## src/rtl/msp_pkg.sv

```systemverilog
package msp_pkg;

    localparam int BUFFER_DEPTH = 128;
    localparam int ADDR_W       = $clog2(BUFFER_DEPTH);
    localparam int PTR_W        = $clog2(BUFFER_DEPTH + 1);
    localparam int IDX_W        = 7;
    localparam int CMP_W        = (PTR_W > IDX_W) ? PTR_W : IDX_W;
    localparam int SAT_W        = (PTR_W > 8) ? PTR_W : 8;

    localparam logic [7:0] DOLLAR_BYTE = 8'h24;
    localparam logic [7:0] STAR_BYTE   = 8'h2A;

    typedef enum logic [1:0] {
        FUNC_RX      = 2'd0,
        FUNC_READ    = 2'd1,
        FUNC_RELEASE = 2'd2
    } t_func;

    typedef enum logic [1:0] {
        CFG_SERVO_START = 2'd0,
        CFG_MOTOR_START = 2'd1,
        CFG_END         = 2'd2
    } t_cfg_idx;

    typedef struct packed {
        logic              we;
        logic [ADDR_W-1:0] waddr;
        logic [7:0]        wdata;
        logic              re;
        logic [ADDR_W-1:0] raddr;
    } t_mem_req;

    typedef struct packed {
        logic       packet_ready;
        logic [7:0] packet_length;
        logic       in_packet;
        logic       overflow;
        logic       rd_sel;
    } t_status;

endpackage

```

## src/rtl/msp_in_if.sv

```systemverilog
interface msp_in_if import msp_pkg::*; ();
    logic             valid;
    logic             ready;
    logic [1:0]       func;
    logic [7:0]       rx_byte;
    logic [IDX_W-1:0] read_index;

    modport source (output valid, output func, output rx_byte, output read_index,
                    input ready);
    modport sink   (input valid, input func, input rx_byte, input read_index,
                    output ready);
endinterface

```

## src/rtl/msp_out_if.sv

```systemverilog
interface msp_out_if import msp_pkg::*; ();
    logic       valid;
    logic       ready;
    logic       packet_ready;
    logic [7:0] packet_length;
    logic [7:0] read_data;
    logic       in_packet;
    logic       overflow;

    modport source (output valid, output packet_ready, output packet_length,
                    output read_data, output in_packet, output overflow,
                    input ready);
    modport sink   (input valid, input packet_ready, input packet_length,
                    input read_data, input in_packet, input overflow,
                    output ready);
endinterface

```

## src/rtl/msp_cfg_if.sv

```systemverilog
interface msp_cfg_if import msp_pkg::*; ();
    logic       valid;
    logic       ready;
    logic [1:0] index;
    logic [7:0] data;

    modport source (output valid, output index, output data, input ready);
    modport sink   (input valid, input index, input data, output ready);
endinterface

```

## src/rtl/msp_buf.sv

```systemverilog
module msp_buf import msp_pkg::*; (
    input  logic       i_clk,
    input  t_mem_req   i_req,
    output logic [7:0] o_rd_data
);

    logic [7:0] r_mem [BUFFER_DEPTH];
    logic [7:0] r_rd_data;

    always_ff @(posedge i_clk) begin
        if (i_req.we) begin
            r_mem[i_req.waddr] <= i_req.wdata;
        end
    end

    // Hold the last read so a stalled result keeps its data
    always_ff @(posedge i_clk) begin
        if (i_req.re) begin
            r_rd_data <= r_mem[i_req.raddr];
        end
    end

    assign o_rd_data = r_rd_data;

endmodule

```

## src/rtl/msp_ctrl.sv

```systemverilog
module msp_ctrl import msp_pkg::*; (
    input  logic             i_clk,
    input  logic             i_rst_n,
    input  logic             i_accept,
    input  logic [1:0]       i_func,
    input  logic [7:0]       i_rx_byte,
    input  logic [IDX_W-1:0] i_read_index,
    input  logic             i_cfg_we,
    input  logic [1:0]       i_cfg_index,
    input  logic [7:0]       i_cfg_data,
    output t_mem_req         o_req,
    output t_status          o_status
);

    logic [7:0]       r_servo_start;
    logic [7:0]       r_motor_start;
    logic [7:0]       r_end_byte;

    logic             r_collecting;
    logic [PTR_W-1:0] r_wp;
    logic             r_ready;
    logic             r_overflow;

    logic             n_collecting;
    logic [PTR_W-1:0] n_wp;
    logic             n_ready;
    logic             n_overflow;

    logic             start_hit;
    logic             star_hit;
    logic             has_room;
    logic [CMP_W-1:0] idx_ext;
    logic [CMP_W-1:0] wp_ext;
    logic [SAT_W-1:0] wp_sat;
    t_mem_req         req;

    always_ff @(posedge i_clk) begin
        if (!i_rst_n) begin
            r_servo_start <= '0;
            r_motor_start <= '0;
            r_end_byte    <= '0;
        end else if (i_cfg_we) begin
            case (t_cfg_idx'(i_cfg_index))
                CFG_SERVO_START: r_servo_start <= i_cfg_data;
                CFG_MOTOR_START: r_motor_start <= i_cfg_data;
                CFG_END:         r_end_byte    <= i_cfg_data;
                default:         ;
            endcase
        end
    end

    assign start_hit = !r_ready && (i_rx_byte == r_servo_start ||
                                    i_rx_byte == r_motor_start ||
                                    i_rx_byte == DOLLAR_BYTE);
    assign star_hit  = !r_ready && (i_rx_byte == STAR_BYTE);
    assign has_room  = (r_wp < PTR_W'(BUFFER_DEPTH));
    assign idx_ext   = CMP_W'(i_read_index);
    assign wp_ext    = CMP_W'(r_wp);

    always_comb begin
        n_collecting = r_collecting;
        n_wp         = r_wp;
        n_ready      = r_ready;
        n_overflow   = r_overflow;
        req          = '0;
        case (t_func'(i_func))
            FUNC_RX: begin
                if (!r_collecting) begin
                    // Either start kind restarts the packet with this byte at slot 0
                    if (start_hit || star_hit) begin
                        n_wp       = PTR_W'(1);
                        n_overflow = 1'b0;
                        req.we     = 1'b1;
                        req.waddr  = '0;
                        req.wdata  = i_rx_byte;
                    end
                    if (start_hit) begin
                        n_collecting = 1'b1;
                    end
                    if (star_hit) begin
                        n_ready = 1'b1;
                    end
                end else begin
                    if (has_room) begin
                        n_wp      = r_wp + PTR_W'(1);
                        req.we    = 1'b1;
                        req.waddr = r_wp[ADDR_W-1:0];
                        req.wdata = i_rx_byte;
                    end else begin
                        n_overflow = 1'b1;
                    end
                    if (i_rx_byte == r_end_byte) begin
                        n_collecting = 1'b0;
                        n_ready      = 1'b1;
                    end
                end
            end
            FUNC_READ: begin
                req.re    = (idx_ext < wp_ext);
                req.raddr = idx_ext[ADDR_W-1:0];
            end
            FUNC_RELEASE: begin
                n_ready = 1'b0;
            end
            default: ;
        endcase
    end

    always_ff @(posedge i_clk) begin
        if (!i_rst_n) begin
            r_collecting <= 1'b0;
            r_wp         <= '0;
            r_ready      <= 1'b0;
            r_overflow   <= 1'b0;
        end else if (i_accept) begin
            r_collecting <= n_collecting;
            r_wp         <= n_wp;
            r_ready      <= n_ready;
            r_overflow   <= n_overflow;
        end
    end

    // Saturate the length at 255; the buffer holds at most 128 bytes
    assign wp_sat = SAT_W'(n_wp);

    always_comb begin
        o_req                  = req;
        o_req.we               = req.we && i_accept;
        o_req.re               = req.re && i_accept;
        o_status.packet_ready  = n_ready;
        o_status.packet_length = (wp_sat > SAT_W'(255)) ? 8'hFF : wp_sat[7:0];
        o_status.in_packet     = n_collecting;
        o_status.overflow      = n_overflow;
        o_status.rd_sel        = req.re;
    end

endmodule

```

## src/rtl/multi_start_packet_receiver.sv

```systemverilog
// Packet receiver for a delimited byte stream. Each beat on i_rx is a command:
// a received byte, a read of a stored byte by index, or a release of the
// waiting packet. While idle with no packet waiting, a byte equal to either
// configured start byte or '$' opens a packet and every later byte is stored
// up to and including the end byte, which raises packet_ready; a lone '*'
// forms a one-byte ready packet at once. Bytes past the buffer depth are
// dropped and set overflow. Every command beat gives exactly one result beat
// showing the status after the command, plus the stored byte for a read (zero
// when out of range). One command is taken per clock while the result
// register is empty or being taken: the control state is registered and the
// packet buffer is a one-port-write, one-port-read memory with a registered
// read that lines up with the result register. The result is available the
// cycle after a command is taken. The user must write start and end bytes
// through i_cfg only while no command is in flight; the block does not enforce it.
module multi_start_packet_receiver import msp_pkg::*; (
    input  logic     i_clk,
    input  logic     i_rst_n,
    msp_in_if.sink   i_rx,
    msp_cfg_if.sink  i_cfg,
    msp_out_if.source o_res
);

    logic       accept;
    t_mem_req   req;
    t_status    status;
    logic [7:0] rd_data;

    logic       r_out_valid;
    t_status    r_status;

    assign i_cfg.ready = 1'b1;
    assign i_rx.ready  = !r_out_valid || o_res.ready;
    assign accept      = i_rx.valid && i_rx.ready;

    msp_ctrl u_ctrl (
        .i_clk        (i_clk),
        .i_rst_n      (i_rst_n),
        .i_accept     (accept),
        .i_func       (i_rx.func),
        .i_rx_byte    (i_rx.rx_byte),
        .i_read_index (i_rx.read_index),
        .i_cfg_we     (i_cfg.valid),
        .i_cfg_index  (i_cfg.index),
        .i_cfg_data   (i_cfg.data),
        .o_req        (req),
        .o_status     (status)
    );

    msp_buf u_buf (
        .i_clk     (i_clk),
        .i_req     (req),
        .o_rd_data (rd_data)
    );

    // Result register: load on each accepted beat, drop once taken
    always_ff @(posedge i_clk) begin
        if (!i_rst_n) begin
            r_out_valid <= 1'b0;
        end else if (accept) begin
            r_out_valid <= 1'b1;
        end else if (o_res.ready) begin
            r_out_valid <= 1'b0;
        end
    end

    always_ff @(posedge i_clk) begin
        if (accept) begin
            r_status <= status;
        end
    end

    assign o_res.valid         = r_out_valid;
    assign o_res.packet_ready  = r_status.packet_ready;
    assign o_res.packet_length = r_status.packet_length;
    assign o_res.read_data     = r_status.rd_sel ? rd_data : 8'h00;
    assign o_res.in_packet     = r_status.in_packet;
    assign o_res.overflow      = r_status.overflow;

endmodule
```

## src/flat_wrapper.sv

```systemverilog
// flat-port wrapper written by rule: the top's interface ports become plain ports
module multi_start_packet_receiver_flat import msp_pkg::*;
  (i_clk, i_rst_n, i_rx_valid, i_rx_func, i_rx_rx_byte, i_rx_read_index, i_rx_ready, i_cfg_valid, i_cfg_index, i_cfg_data, i_cfg_ready, o_res_valid, o_res_packet_ready, o_res_packet_length, o_res_read_data, o_res_in_packet, o_res_overflow, o_res_ready);
  msp_in_if i_rx_i ();
  msp_cfg_if i_cfg_i ();
  msp_out_if o_res_i ();
  input  logic i_clk;
  input  logic i_rst_n;
  input wire logic [$bits(i_rx_i.valid)-1:0] i_rx_valid;
  input wire logic [$bits(i_rx_i.func)-1:0] i_rx_func;
  input wire logic [$bits(i_rx_i.rx_byte)-1:0] i_rx_rx_byte;
  input wire logic [$bits(i_rx_i.read_index)-1:0] i_rx_read_index;
  output wire logic [$bits(i_rx_i.ready)-1:0] i_rx_ready;
  input wire logic [$bits(i_cfg_i.valid)-1:0] i_cfg_valid;
  input wire logic [$bits(i_cfg_i.index)-1:0] i_cfg_index;
  input wire logic [$bits(i_cfg_i.data)-1:0] i_cfg_data;
  output wire logic [$bits(i_cfg_i.ready)-1:0] i_cfg_ready;
  output wire logic [$bits(o_res_i.valid)-1:0] o_res_valid;
  output wire logic [$bits(o_res_i.packet_ready)-1:0] o_res_packet_ready;
  output wire logic [$bits(o_res_i.packet_length)-1:0] o_res_packet_length;
  output wire logic [$bits(o_res_i.read_data)-1:0] o_res_read_data;
  output wire logic [$bits(o_res_i.in_packet)-1:0] o_res_in_packet;
  output wire logic [$bits(o_res_i.overflow)-1:0] o_res_overflow;
  input wire logic [$bits(o_res_i.ready)-1:0] o_res_ready;
  assign i_rx_i.valid = i_rx_valid;
  assign i_rx_i.func = i_rx_func;
  assign i_rx_i.rx_byte = i_rx_rx_byte;
  assign i_rx_i.read_index = i_rx_read_index;
  assign i_rx_ready = i_rx_i.ready;
  assign i_cfg_i.valid = i_cfg_valid;
  assign i_cfg_i.index = i_cfg_index;
  assign i_cfg_i.data = i_cfg_data;
  assign i_cfg_ready = i_cfg_i.ready;
  assign o_res_valid = o_res_i.valid;
  assign o_res_packet_ready = o_res_i.packet_ready;
  assign o_res_packet_length = o_res_i.packet_length;
  assign o_res_read_data = o_res_i.read_data;
  assign o_res_in_packet = o_res_i.in_packet;
  assign o_res_overflow = o_res_i.overflow;
  assign o_res_i.ready = o_res_ready;
  multi_start_packet_receiver u_core (.i_clk(i_clk), .i_rst_n(i_rst_n), .i_rx(i_rx_i), .i_cfg(i_cfg_i), .o_res(o_res_i));
endmodule
```

## config.mk

```make
export PLATFORM = sky130hd
export DESIGN_NAME = multi_start_packet_receiver_flat
export DESIGN_NICKNAME = d
export VERILOG_FILES = /design/src/rtl/msp_pkg.sv /design/src/rtl/msp_in_if.sv /design/src/rtl/msp_out_if.sv /design/src/rtl/msp_cfg_if.sv /design/src/rtl/msp_buf.sv /design/src/rtl/msp_ctrl.sv /design/src/rtl/multi_start_packet_receiver.sv /design/src/flat_wrapper.sv
export SDC_FILE = /design/constraint.sdc
export NUM_CORES = 1
export LEC_CHECK = 0
export BUFFER_PORTS_ARGS = -buffer_cell sky130_fd_sc_hd__buf_4
export CAP_MARGIN = 5
export CORE_MARGIN = 8
export CORE_UTILIZATION = 45
export CTS_CLUSTER_SIZE = 20
export DETAILED_ROUTE_END_ITERATION = 10
export PLACE_DENSITY_LB_ADDON = 0.25
export SLEW_MARGIN = 20
export SYNTH_ARGS = -nofsm -noshare
export SYNTH_HDL_FRONTEND = slang
export SYNTH_SLANG_ARGS = --single-unit
```

## constraint.sdc

```tcl
create_clock -name i_clk -period 4.93 [get_ports i_clk]
set_clock_uncertainty 0.1 [all_clocks]
set_input_delay 0.986 -clock i_clk [delete_from_list [all_inputs] [get_ports i_clk]]
set_output_delay 0.986 -clock i_clk [all_outputs]
set_load 0.1 [all_outputs]
```

==> key figures <==
Min path
  • Hold path cells: 2
  • Worst hold path class: register to register

Critical path
  • CP arrival: 4.11 ns
  • Setup crit start: i_rx_read_index[2]
  • R2R setup slack: 1.60 ns
  • Worst setup endpoint: u_core.u_buf.o_rd_data[5]$_DFFE_PP_
  • R2R Path Start: u_core.u_ctrl.r_servo_start[6]$_SDFFE_PN0P_
  • Crit path kind: primary input to register
  • R2R Path End: u_core.u_buf.r_mem[42][5]$_DFFE_PP_
  • R2r worst-path depth: 8
  • Worst endpoint required time: between 5 and 6 ns
  • Crit end category: register
  • Worst-path fanout max: 32
  • Startpoint Class: primary input

Clocking
  • CTS tree: yes
  • Clk_lat worst skew: 0.68 ns
  • Max Root-Sink Buffers: 3
  • Clock-pin slew on the worst setup and hold paths: 0.06 ns
  • Clock Tree Root: clkbuf_16
  • Cts bufs inserted: 109
  • Hold_buf cts: 0
  • Depth of the CTS H-tree: 3
  • CTS resizes: 0
  • CTS Sinks: 1080
  • Post-CTS setup buffer count: 0

Synthesis
  • Register bit total from synthesis: 1080
  • Yosys warns: 0
  • Main synth FF type: edfxtp_1
  • Asr flop ratio synth: 0%
  • Post-synth EDFFs: 1044
  • Syn_nets: roughly 3200
  • Sequential area share after synthesis: 72.16%
  • Mapped Area: between 40000 and 50000 um2
  • Syn avg cell area: 14.28 um2
  • Post-synthesis cell type count: between 70 and 80
  • Cells after Synth: 3113

Floorplanning
  • Core area: 98130 um2
  • Die area: around 110000 um2
  • FP Rows: 115
  • Die width: roughly 330 um
  • Io pins: 54
  • Starting Density: 45.29%
  • Chip height: roughly 330 um

Final layout
  • Final core occ: 51.85%
  • Most common cell after layout, fill and taps aside: edfxtp_1
  • Most frequent cells in the layout: edfxtp_1, nor2_1, buf_4
  • Net count, final: 3291
  • Area Overhead vs Synth: 14.48%
  • Share of cells above drive strength 1: between 10% and 20%
  • Fillcell total: 8166

Timing
  • Max Fclk: between 200 and 300 MHz
  • Final slew viol count: 0
  • Hold_ws: ~0.44 ns
  • Post-route clock period utilization: 77.26%
  • Final setup fails: 0
  • Fin crit period: ~3.8 ns
  • Fin Setup TNS: 0 ns
  • Slew margin rel.: 33.75%
  • Worst setup margin: 1.121 ns
  • Final Hold Vio Count: 0
  • Actual slew at the worst max-slew pin: 0.9901 ns
  • RSZ-0062 raised after global routing: false

Detailed routing
  • Via density: 6.080
  • DR iter-0 viols: 3284
  • Routed WL: 126.5 mm
  • Post-route antenna net violation count: 0
  • Drt drc: 0
  • Drt first pass iters: 5
  • Vias: 28157
  • WL per Instance: 27.32 um

GRT
  • Initial antenna violation count: 4
  • Vias in the first global route: roughly 28000
  • GRT overflow: 0
  • Maximum number of pins on one net before global-route repair: 129
  • Global-route usage over all layers: 22.79%
  • First-pass GRT wire length: ~190 mm

Power
  • VDD IR max: 0.2763 mV
  • PwrDens: 375.3 nW/um2
  • Leak: 15.60 nW

Place
  • # port buffers: 52
  • Detailed Place HPWL: 80.45 mm
  • GPL Wtd Cong: 0.9095
  • Pre-CTS setup slack: 0.6068 ns

Run status
  • Status: finished, final reports clean

Job
  • Max cap viols: 0
routing by layer:
layer,GRT usage (%),routed length (um),share of wire (%),vias up
met2,35.84,58720,46,1398
li1,-,-,-,12357
met3,3.763,10470,8.3,224
met1,32.11,53280,42,14178
met4,8.001,4041,3.2,0
met5,0,0,0,-
logic make-up after synthesis:
family	share of synthesized area (%)
flip-flops	72.16
buffers and inverters	3.204
AND/OR/NAND/NOR	8.203
adder cells (fa/ha/maj)	0.2252
XOR/XNOR	0.4729
multiplexers	4.499
AO/OA/AOI/OAI	11.23
other	0.008437
report_power, final:
group / internal [mW] / switching (mW)
logic: 0.247 / 0.543
registers: 9.93 / 0.0105
clock network: 4.88 / 3.48
critical path, stage by stage:
cell,delay [ns]
buf_4,0.27
nand3b_4,0.57
buf_12,0.41
o311ai_0,0.51
o21ai_0,0.19
a2111oi_0,0.69
or4_1,0.35
a2111oi_2,0.11
registers in the layout (all words and copies together) (netlist names), 8 cells and up:
name and flops:
u_core.u_ctrl.r_wp 8, u_core.u_ctrl.r_end_byte 8, u_core.u_ctrl.r_motor_start 8, u_core.u_buf.o_rd_data 8
u_core.u_ctrl.r_servo_start 8, u_core.o_res.packet_length 8, u_core.u_buf.r_mem 1024
synth_stat cells (all sizes together) (47+ instances only):
library cell / count / area (um2)
a21oi: 117 / 585.6
nand2: 214 / 803.3
nor2: 298 / 1126
o21ai: 117 / 585.6
inv: 78 / 292.8
clkbuf: 66 / 247.7
edfxtp: 1044 / 31350
o221ai: 67 / 586.8
mux2: 62 / 698.2
nand3: 79 / 395.4
mux2i: 130 / 1301
o22ai: 71 / 444.2
a211oi: 47 / 387.9
buf: 155 / 883.3
worst min-delay path by stage:
| stage | end | slack [ns] | from |
|---|---|---|---|
| 6_report | u_core.u_ctrl.r_ready$_SDFFE_PN0P_ | 0.44 | u_core.u_ctrl.r_ready$_SDFFE_PN0P_ |
| 5_1_grt | u_core.u_ctrl.r_motor_start[0]$_SDFFE_PN0P_ | 0.46 | u_core.u_ctrl.r_motor_start[0]$_SDFFE_PN0P_ |
| 4_1_cts | u_core.u_ctrl.r_ready$_SDFFE_PN0P_ | 0.44 | u_core.u_ctrl.r_ready$_SDFFE_PN0P_ |
| 3_5_place_dp | u_core.u_ctrl.r_ready$_SDFFE_PN0P_ | 0.42 | u_core.u_ctrl.r_ready$_SDFFE_PN0P_ |
| 3_3_place_gp | u_core.u_ctrl.r_overflow$_SDFFE_PN0P_ | 0.41 | u_core.u_ctrl.r_overflow$_SDFFE_PN0P_ |
| 2_1_floorplan | u_core.u_ctrl.r_ready$_SDFFE_PN0P_ | 0.37 | u_core.u_ctrl.r_ready$_SDFFE_PN0P_ |
final cells by class:
class / count / area [um2] / area share (%)
Clock buffer: 135 / 2878 / 5.656
Timing Repair Buffer: 248 / 2243 / 4.409
Inverter: 78 / 297.8 / 0.5852
Sequential cell: 1080 / 32070 / 63.03
Tap cell: 1287 / 1610 / 3.165
Multi-Input combinational cell: 1734 / 11030 / 21.68
Antenna cell: 1 / 2.502 / 0.004918
Clock inverter: 68 / 750.7 / 1.475
per-stage QoR:
stage | std cells | area (um2) | power, mW
after global routing | 4630 | 50880 | 19.58
after global placement | 4427 | 47250 | 10.90
final | 4631 | 50880 | 19.10
after detailed placement | 4427 | 47250 | 10.91
after CTS | 4630 | 50880 | 19.18
after floorplan | 3113 | 44450 | 10.63
Power figures use the tool's default switching activity.
